===== src/design/sha_pkg.sv =====
// SHA-256 package: item types, round constants and round helper functions.
// No dependencies; imported by sha256_hash, sha256_checker and tb_top.
package sha_pkg;

	localparam int unsigned WORD_W   = 32;
	localparam int unsigned BLK_WORDS = 16;
	localparam int unsigned ROUNDS   = 64;
	localparam int unsigned WIDX_W   = $clog2(BLK_WORDS);
	localparam int unsigned RIDX_W   = $clog2(ROUNDS);
	localparam int unsigned BYTES_W  = 61;
	localparam logic [7:0]  PAD_BYTE = 8'h80;
	localparam logic [2:0]  FULL_BYTES = 3'd4;

	typedef struct packed {
		logic [31:0] msg_word;
		logic [2:0]  word_bytes;
		logic        last_word;
	} sha_in_t;

	typedef struct packed {
		logic [63:0] digest_0;
		logic [63:0] digest_1;
		logic [63:0] digest_2;
		logic [63:0] digest_3;
	} sha_out_t;

	typedef enum logic [2:0] {
		ST_IDLE,
		ST_ROUND,
		ST_UPDATE,
		ST_PAD,
		ST_DONE
	} sha_state_t;

	typedef logic [31:0] word_t;
	typedef word_t [7:0] hash_t;

	localparam hash_t INIT_HASH = '{
		32'h5be0cd19, 32'h1f83d9ab, 32'h9b05688c, 32'h510e527f,
		32'ha54ff53a, 32'h3c6ef372, 32'hbb67ae85, 32'h6a09e667
	};

	function automatic word_t round_k(input logic [RIDX_W-1:0] i);
		word_t k;
		case (i)
			6'd0: k = 32'h428a2f98;  6'd1: k = 32'h71374491;
			6'd2: k = 32'hb5c0fbcf;  6'd3: k = 32'he9b5dba5;
			6'd4: k = 32'h3956c25b;  6'd5: k = 32'h59f111f1;
			6'd6: k = 32'h923f82a4;  6'd7: k = 32'hab1c5ed5;
			6'd8: k = 32'hd807aa98;  6'd9: k = 32'h12835b01;
			6'd10: k = 32'h243185be; 6'd11: k = 32'h550c7dc3;
			6'd12: k = 32'h72be5d74; 6'd13: k = 32'h80deb1fe;
			6'd14: k = 32'h9bdc06a7; 6'd15: k = 32'hc19bf174;
			6'd16: k = 32'he49b69c1; 6'd17: k = 32'hefbe4786;
			6'd18: k = 32'h0fc19dc6; 6'd19: k = 32'h240ca1cc;
			6'd20: k = 32'h2de92c6f; 6'd21: k = 32'h4a7484aa;
			6'd22: k = 32'h5cb0a9dc; 6'd23: k = 32'h76f988da;
			6'd24: k = 32'h983e5152; 6'd25: k = 32'ha831c66d;
			6'd26: k = 32'hb00327c8; 6'd27: k = 32'hbf597fc7;
			6'd28: k = 32'hc6e00bf3; 6'd29: k = 32'hd5a79147;
			6'd30: k = 32'h06ca6351; 6'd31: k = 32'h14292967;
			6'd32: k = 32'h27b70a85; 6'd33: k = 32'h2e1b2138;
			6'd34: k = 32'h4d2c6dfc; 6'd35: k = 32'h53380d13;
			6'd36: k = 32'h650a7354; 6'd37: k = 32'h766a0abb;
			6'd38: k = 32'h81c2c92e; 6'd39: k = 32'h92722c85;
			6'd40: k = 32'ha2bfe8a1; 6'd41: k = 32'ha81a664b;
			6'd42: k = 32'hc24b8b70; 6'd43: k = 32'hc76c51a3;
			6'd44: k = 32'hd192e819; 6'd45: k = 32'hd6990624;
			6'd46: k = 32'hf40e3585; 6'd47: k = 32'h106aa070;
			6'd48: k = 32'h19a4c116; 6'd49: k = 32'h1e376c08;
			6'd50: k = 32'h2748774c; 6'd51: k = 32'h34b0bcb5;
			6'd52: k = 32'h391c0cb3; 6'd53: k = 32'h4ed8aa4a;
			6'd54: k = 32'h5b9cca4f; 6'd55: k = 32'h682e6ff3;
			6'd56: k = 32'h748f82ee; 6'd57: k = 32'h78a5636f;
			6'd58: k = 32'h84c87814; 6'd59: k = 32'h8cc70208;
			6'd60: k = 32'h90befffa; 6'd61: k = 32'ha4506ceb;
			6'd62: k = 32'hbef9a3f7; default: k = 32'hc67178f2;
		endcase
		return k;
	endfunction

	function automatic word_t rotr(input word_t x, input int unsigned n);
		return (x >> n) | (x << (WORD_W - n));
	endfunction

	function automatic word_t sig0(input word_t x);
		return rotr(x, 7) ^ rotr(x, 18) ^ (x >> 3);
	endfunction

	function automatic word_t sig1(input word_t x);
		return rotr(x, 17) ^ rotr(x, 19) ^ (x >> 10);
	endfunction

	function automatic word_t bsig0(input word_t x);
		return rotr(x, 2) ^ rotr(x, 13) ^ rotr(x, 22);
	endfunction

	function automatic word_t bsig1(input word_t x);
		return rotr(x, 6) ^ rotr(x, 11) ^ rotr(x, 25);
	endfunction

endpackage


===== src/design/sha256_hash.sv =====
// SHA-256 hasher: one 16-word schedule window in flip-flops, one round unit.
// Depends on sha_pkg.
//
// Usage: message words enter on in_valid/in_stall as sha_in_t items, the last
// flagged with its count of valid bytes. An item that completes a block starts
// its compression: 64 rounds (one per cycle, through the single round adder),
// then a fold into the hash. On a last word the padding words are pushed one
// per cycle through the same path, paused while a block compresses (up to 18
// words, plus up to two compressions), then the digest item is offered on
// out_valid and held in its register until out_stall is low.
// in_stall stays high while a block compresses, while padding runs and while
// the digest waits. After the digest is taken the initial hash is back.
// Reset (arst_n low) returns to idle with the initial hash, no word count and
// no digest pending.
module sha256_hash (
	input  logic              clk,
	input  logic              arst_n,
	input  logic              in_valid,
	output logic              in_stall,
	input  sha_pkg::sha_in_t  in_item,
	output logic              out_valid,
	input  logic              out_stall,
	output sha_pkg::sha_out_t out_item
);
	import sha_pkg::*;

	sha_state_t state_q, state_d;
	hash_t      hash_q;
	hash_t      var_q;
	word_t      w_q [BLK_WORDS];
	logic [WIDX_W-1:0]  widx_q;
	logic [RIDX_W-1:0]  ridx_q;
	logic [BYTES_W-1:0] bytes_q;
	logic [1:0]         pad_q;     // 1: 0x80 word, 2: zeros, 3: length
	logic               len_lo_q;
	sha_out_t           out_q;

	logic        accept, push, blk_full;
	word_t       push_word, in_word, pad_word, w_new, t1, t2;
	logic [2:0]  nb;
	logic [63:0] bits;
	logic [BYTES_W-1:0] bytes_add;
	logic [4:0]  sh;
	logic        len_next;

	assign accept   = in_valid && !in_stall;
	assign in_stall = state_q != ST_IDLE;
	assign out_valid = state_q == ST_DONE;
	assign out_item  = out_q;

	assign nb = in_item.last_word
		? ((in_item.word_bytes > FULL_BYTES) ? FULL_BYTES : in_item.word_bytes)
		: FULL_BYTES;
	assign sh = 5'(24 - 8 * nb);
	always_comb begin
		if (nb == FULL_BYTES)
			in_word = in_item.msg_word;
		else if (nb == 3'd0)
			in_word = {PAD_BYTE, 24'd0};
		else
			in_word = (in_item.msg_word & ~(32'hffffffff >> (8 * nb)))
				| (word_t'(PAD_BYTE) << sh);
	end
	assign bits = {bytes_q, 3'b000};
	always_comb begin
		case (pad_q)
			2'd1:    pad_word = {PAD_BYTE, 24'd0};
			2'd3:    pad_word = len_lo_q ? bits[31:0] : bits[63:32];
			default: pad_word = '0;
		endcase
	end

	assign push      = accept || state_q == ST_PAD;
	assign push_word = accept ? in_word : pad_word;
	assign blk_full  = widx_q == WIDX_W'(BLK_WORDS - 1);
	assign bytes_add = BYTES_W'(nb);
	// the length goes straight after this push when it lands in word 13
	assign len_next  = widx_q == WIDX_W'(BLK_WORDS - 3);

	// schedule word for rounds 16 and up, computed from the 16-word window
	assign w_new = w_q[0] + sig0(w_q[1]) + w_q[9] + sig1(w_q[14]);
	assign t1 = var_q[7] + bsig1(var_q[4])
		+ ((var_q[4] & var_q[5]) ^ (~var_q[4] & var_q[6]))
		+ round_k(ridx_q) + w_q[0];
	assign t2 = bsig0(var_q[0])
		+ ((var_q[0] & var_q[1]) ^ (var_q[0] & var_q[2]) ^ (var_q[1] & var_q[2]));

	logic pad_more;
	assign pad_more = !(pad_q == 2'd3 && len_lo_q);

	always_comb begin
		state_d = state_q;
		unique case (state_q)
			ST_IDLE: begin
				if (accept) begin
					if (blk_full)
						state_d = ST_ROUND;
					else if (in_item.last_word)
						state_d = ST_PAD;
				end
			end
			ST_PAD: begin
				if (blk_full)
					state_d = ST_ROUND;
				else if (!pad_more)
					state_d = ST_DONE;
			end
			ST_ROUND: begin
				if (ridx_q == RIDX_W'(ROUNDS - 1))
					state_d = ST_UPDATE;
			end
			ST_UPDATE: begin
				if (pad_q == 2'd0)
					state_d = ST_IDLE;
				else if (pad_q == 2'd3 && len_lo_q)
					state_d = ST_DONE;
				else
					state_d = ST_PAD;
			end
			ST_DONE: begin
				if (!out_stall)
					state_d = ST_IDLE;
			end
			default: state_d = ST_IDLE;
		endcase
	end

	always_ff @(posedge clk or negedge arst_n) begin
		if (!arst_n) begin
			state_q  <= ST_IDLE;
			hash_q   <= INIT_HASH;
			var_q    <= '0;
			for (int i = 0; i < BLK_WORDS; i++)
				w_q[i] <= '0;
			widx_q   <= '0;
			ridx_q   <= '0;
			bytes_q  <= '0;
			pad_q    <= 2'd0;
			len_lo_q <= 1'b0;
			out_q    <= '0;
		end else begin
			state_q <= state_d;
			if (push) begin
				w_q[widx_q] <= push_word;
				widx_q <= widx_q + 1'b1;
				if (blk_full)
					var_q <= hash_q;
			end
			if (accept) begin
				bytes_q <= bytes_q + bytes_add;
				if (in_item.last_word)
					pad_q <= (nb == FULL_BYTES) ? 2'd1 : (len_next ? 2'd3 : 2'd2);
			end else if (state_q == ST_PAD) begin
				if (pad_q == 2'd1)
					pad_q <= len_next ? 2'd3 : 2'd2;
				else if (pad_q == 2'd2 && len_next)
					pad_q <= 2'd3;
				else if (pad_q == 2'd3)
					len_lo_q <= 1'b1;
			end
			if (state_q == ST_ROUND) begin
				for (int i = 0; i < BLK_WORDS - 1; i++)
					w_q[i] <= w_q[i + 1];
				w_q[BLK_WORDS - 1] <= w_new;
				var_q <= {var_q[6:4], var_q[3] + t1, var_q[2:0], t1 + t2};
				ridx_q <= ridx_q + 1'b1;
			end
			if (state_q == ST_UPDATE) begin
				if (pad_q == 2'd3 && len_lo_q) begin
					out_q.digest_0 <= {hash_q[0] + var_q[0], hash_q[1] + var_q[1]};
					out_q.digest_1 <= {hash_q[2] + var_q[2], hash_q[3] + var_q[3]};
					out_q.digest_2 <= {hash_q[4] + var_q[4], hash_q[5] + var_q[5]};
					out_q.digest_3 <= {hash_q[6] + var_q[6], hash_q[7] + var_q[7]};
					hash_q   <= INIT_HASH;
					bytes_q  <= '0;
					pad_q    <= 2'd0;
					len_lo_q <= 1'b0;
				end else begin
					for (int i = 0; i < 8; i++)
						hash_q[i] <= hash_q[i] + var_q[i];
				end
			end
		end
	end

endmodule


===== config.mk =====
export PLATFORM = sky130hd
export DESIGN_NAME = sha256_hash
export DESIGN_NICKNAME = d
export VERILOG_FILES = /design/src/design/sha_pkg.sv /design/src/design/sha256_hash.sv
export SDC_FILE = /design/constraint.sdc
export NUM_CORES = 2
export LEC_CHECK = 0
export BUFFER_PORTS_ARGS = -buffer_cell sky130_fd_sc_hd__buf_2
export CAP_MARGIN = 20
export CORE_MARGIN = 2
export CORE_UTILIZATION = 30
export CTS_CLUSTER_SIZE = 12
export DETAILED_ROUTE_END_ITERATION = 8
export HOLD_SLACK_MARGIN = 0.08
export PLACE_DENSITY = 0.49
export SLEW_MARGIN = 20
export SYNTH_ARGS = -nofsm -noshare
export SYNTH_HDL_FRONTEND = slang
export SYNTH_SLANG_ARGS = --single-unit
export TNS_END_PERCENT = 1

===== constraint.sdc =====
create_clock -name clk -period 11 [get_ports clk]
set_clock_uncertainty 0.05 [all_clocks]
set_input_delay 0.55 -clock clk [delete_from_list [all_inputs] [get_ports clk]]
set_output_delay 0.55 -clock clk [all_outputs]
set_load 0.005 [all_outputs]

* Word-level counts from Yosys, hierarchy flattened
Memories as Yosys holds them, arrays and structs flattened.
Cells that the tools add are included.
** Cells by class
- Mux-type cells :: 45
- Reduce and logical (&&, ||, !) cells :: 15
- Shifts and indexed selects :: 2
- Bitwise logic cells :: 31
- Add/sub/neg operators :: 22
- Equal/unequal tests :: 16
- $lt $le $gt $ge :: 3
** Operators by type and width (number)
- $mux W256 :: 4
- $mux W512 :: 2
- $add A32 B32 Y32 :: 18
- $bwmux W512 :: 1
- $xor A32 B32 Y32 :: 9
- $and A32 B32 Y32 :: 6
- $mux W61 :: 3
- $mux W32 :: 5
- $demux W32 S4 :: 1
- $not A32 Y32 :: 2
- $pmux W32 S2 :: 1
- $add A61 B3 Y61 :: 1
- $mux W3 :: 11
- $or A10 B32 Y32 :: 1
- $or A13 B32 Y32 :: 1
- $or A14 B32 Y32 :: 1
- $or A15 B32 Y32 :: 1
- $or A19 B32 Y32 :: 1
- $or A21 B32 Y32 :: 1
- $or A25 B32 Y32 :: 1
- $or A26 B32 Y32 :: 1
- $or A30 B32 Y32 :: 1
- $or A32 B32 Y32 :: 1
- $or A7 B32 Y32 :: 1
- other kinds (32) :: 59
** Storage, ports and cells
- Bits in read-only memories :: 2048
- Memories :: 1
- Input port bits :: 40
- Logic and storage cells :: 177
- Register bits after elaboration :: 1357
- Output and inout bits :: 258
** Memory list
- (no name shown) :: words 64, bits a word 32, rd ports 1, clocked after Yosys merged registers in 0, wr ports 0, line sha_pkg.sv:45 : case (i)

* Depth between registers and ports, before layout
- Depth after elaboration :: 13
- Mapped depth :: 39

* Worst setup path after synthesis
Ideal clock, no wire load.
- Path kind :: register to register
- Start :: reg ridx_q[1]
- End :: reg var_q[31] (netlist bit)
- Arrival time :: 7.654 ns
- Required time :: 10.813 ns
- Buffers on the path :: 2
- Clock period less this slack :: 7.841 ns
- Path slack :: 3.159 ns
- Cell stages (with the launch flop) :: 38
- Cell sequence :: dfrtp_1 -> clkbuf_1 -> inv_1 -> ha_1 -> clkbuf_1 -> nand2_1 -> nand2_1 -> mux4_2 -> o21ai_0 -> fa_1 -> inv_1 -> ha_1 -> fa_1 -> a211oi_1 -> o21ai_0 -> o31ai_1 -> a31oi_1 -> a221o_1 -> (+2 left out) -> nand2_1 -> a21oi_1 -> xnor2_1 -> inv_1 -> fa_1 -> inv_1 -> ha_1 -> a2111oi_0 -> o31ai_1 -> a31o_2 -> a21oi_1 -> o21ai_0 -> a41oi_1 -> a211o_1 -> nor2_1 -> a211oi_1 -> xnor2_1 -> a21oi_1
** Between the ends
- Cells in the longest elaborated chain, start to end :: 5
** Ends and longest elaborated chain
- start, declared :: line sha256_hash.sv:32 : logic [RIDX_W-1:0] ridx_q;
- start signal, assigned :: line sha256_hash.sv:166 : ridx_q <= ridx_q + 1'b1;
- $mem_v2 Z64 W32
- $add A32 B32 Y32 (2 in a row) :: line sha256_hash.sv:84 : + round_k(ridx_q) + w_q[0];
- $add A32 B32 Y32 :: line sha256_hash.sv:165 : var_q <= {var_q[6:4], var_q[3] + t1, var_q[2:0], t1 + t2};
- $mux W256 :: line sha256_hash.sv:161 : if (state_q == ST_ROUND) begin
- end signal, assigned :: line sha256_hash.sv:147 : var_q <= hash_q;
- end signal, assigned :: line sha256_hash.sv:165
- end, declared :: line sha256_hash.sv:29 : hash_t var_q;
No other way between the ends.
A chain may end at the register's enable or synchronous reset.

* Final worst setup path
- Start :: reg ridx_q[0]
- End :: reg var_q[30] (netlist bit)
Same word-level chain as after synthesis.

==> results.tsv <==
stage	metric	value	unit
status	status	finished clean	
place	port_buffers	297	
detailed_routing	via_per_inst	5.269	
cts	clkLatencyLatePin	0.92	ns
detailed_routing	first_iter_violations	6325	
finish	drive_above_1_share	9.715	%
cts	cts_buffer_depth	4	
global_routing	grt-ovfl-total	0	
critical_path	cp.required	11.61	ns
cts	tritoncts	built	
floorplan	die_area	289700	sq um
synth	synth_ff_type	dfrtp_1	
sta	tns	0	ns
critical_path	r2r_cells	32	
sta	min_period	9.065	ns
place	post-dp-hpwl	239.9	mm
finish	syn2layout_area_growth	12.76	%
floorplan	pin_count	298	
sta	grt_setup_unrepaired	false	
global_routing	grt_antenna_before_repair	17	
critical_path	arrival	9.68	ns
floorplan	initial_utilization	30.10	%
hold_path	hold_start	in_item[0]	
cts	clk_pin_slew	0.07	ns
sta	maxSlewViolCount	0	
critical_path	cp-start-kind	register	
sta	worst_slew_pin_slew	1.216	ns
place	place_area	90640	sq um
synth	synth.most_common_cell	nand2_1	
synth	yosys-top-cells-area	dfrtp_1, nand2_1, ha_1	
global_routing	grt_max_degree	266	
synth	async_reset_ff_share	100.0	%
critical_path	rr_endpoint	var_q[30]	
critical_path	crit_slowest_cell	ha_1	
detailed_routing	wl	330.5	mm
synth	synth-seq-cells	1357	
synth	syn_avg_cell_area	8.396	sq um
synth	yosysWarnings	0	
floorplan	fp.dieW	538.3	microns
critical_path	path_delay_family	compound AO/OA/AOI/OAI gates	
floorplan	num_rows	196	
finish	stdcell_area	96550	sq um
finish	fin_nets	10750	
hold_path	hold_depth	5	
sta	max_freq	0.1103	GHz
floorplan	core_area	284500	sq um
flow_run	drv_cap	0	
synth	netlist.area_leader.share	35.68	%
global_routing	grt_use_total	22.22	%
synth	yosysTopAreaCell	dfrtp_1	
cts	hold_buffers	5	
critical_path	crit_path_end_kind	register	
cts	numCtsBuffers	169	
cts	clock-sinks	1357	
critical_path	crit_top_cell	o21ai_0	
cts	cts_setup_buffers	0	
cts	htreeDepth	4	
global_routing	grt_pass1_vias	71590	
critical_path	cp-startpoint	ridx_q[0]	
finish	multi_input_area	47300	sq um
sta	period_share	82.41	%
synth	yosysUniqueCellTypes	88	
finish	nFillCells	29670	
global_routing	grt_pass1_wl	490.9	mm
critical_path	rrSetupSlack	1.93	ns
sta	max-slew-margin-rel	18.67	%
floorplan	dieHeight	538.3	microns
detailed_routing	final_antenna_net_count	0	
place	place_congestion	0.9207	
cts	post_cts_resized	0	
detailed_routing	vias	73860	
detailed_routing	wl_per_cell	23.58	microns
synth	syn_area	85630	sq um
critical_path	r2r-start	ridx_q[0]	
hold_path	min_path_type	in2reg	
synth	synth_fp_nets	10840	
synth	synth.top_cells.by_count	nand2_1, dfrtp_1, nor2_1	
critical_path	critical_path_class	reg2reg	
detailed_routing	firstDrtPassIters	6	
critical_path	cp_max_fo	10	
detailed_routing	remaining_drc_errors	0	
critical_path	crit_buf_inv	4	
synth	synth-edff-count	0	
sta	hold_viol	0	
cts	cts-root-buf	clkbuf_16	
hold_path	whs_endpoint	pad_q[0]	
finish	final-seq-area	34130	sq um
critical_path	critPathMaxStageDelay	0.51	ns
synth	synthesis.instances	10200	
synth	yosysSeqAreaShare	39.86	%
sta	setup_viol	0	
sequential cells by signal, indices dropped and copies added (netlist names):
register / flops
out_item: 256
pad_q: 2
len_lo_q: 1
bytes_q: 61
hash_q: 256
widx_q: 4
var_q: 256
w_q: 512
ridx_q: 6
state_q: 3
cells in the final DEF (no fill, tap or decap), types with 136 or more instances in the layout:
master / Yosys / final
inv_1: 521 / 520
o21ai_0: 955 / 955
fa_1: 196 / 196
clkbuf_16: 0 / 171
nand2_1: 1821 / 1805
ha_1: 400 / 400
a31oi_1: 306 / 291
dfrtp_1: 1221 / 1218
xnor2_1: 385 / 385
a21o_1: 211 / 211
buf_2: 2 / 296
nor2_1: 1028 / 1024
a21oi_1: 894 / 888
xor2_1: 264 / 264
dfstp_2: 136 / 136
kinds of logic (layout without fill, tap and decap cells):
group | count (synthesis) | after routing | synth area share [%]
xor+xnor | 649 | 649 | 6.638
other cells | 0 | 3 | 0
simple gates | 3339 | 3339 | 15.93
buf+inv | 1202 | 1255 | 5.310
compound gates | 2966 | 2966 | 20.64
fa+ha+maj | 600 | 600 | 10.47
mux | 86 | 86 | 1.147
flops | 1357 | 1357 | 39.86
final cells by class:
type	instances	area share (%)
multi-input combinational	7640	48.99
sequential	1357	35.35
clock buffer	252	5.161
tap	3762	4.875
timing repair buffer	423	2.681
inverter	524	2.037
clock inverter	56	0.8928
antenna	3	0.007775
layer usage:
metal  GRT usage [%]  routed length, microns  up-vias
met5               0                       0        -
met4           8.129                   13350        0
met3           2.485                   15230      446
met2           34.44                  146100     1993
met1           31.75                  155800    36960
li1                -                       -    34460
worst max-delay path by stage:
| stage | cells after the start | end |
|---|---|---|
| 4_1_cts | 32 | var_q[30] |
| 2_1_floorplan | 37 | var_q[31] |
| 5_1_grt | 35 | var_q[31] |
| 3_3_place_gp | 35 | var_q[31] |
| 6_report | 32 | var_q[30] |
| 3_5_place_dp | 35 | var_q[31] |
through the flow:
step	util [%]	hold slack, ns	std cells	setup WS, ns
6_report	33.94	0.1653	14020	1.935
5_1_grt	33.94	0.2000	14020	1.309
4_1_cts	33.94	0.1036	14010	1.914
3_5_place_dp	31.86	0.4089	13700	1.950
3_3_place_gp	31.86	0.4054	13700	1.910
2_1_floorplan	-	0.2044	10200	3.159
worst min-delay path: cells and delay by family:
| kind | cells | cell delay (ns) |
|---|---|---|
| AO/OA/AOI/OAI | 3 | 0.24 |
| buffers and inverters | 1 | 0.14 |
| AND/OR/NAND/NOR | 1 | 0.09 |
Power is left out: the tool's default activity adds up to more than one toggle a clock period on the data nets, which glitch-free logic cannot reach.
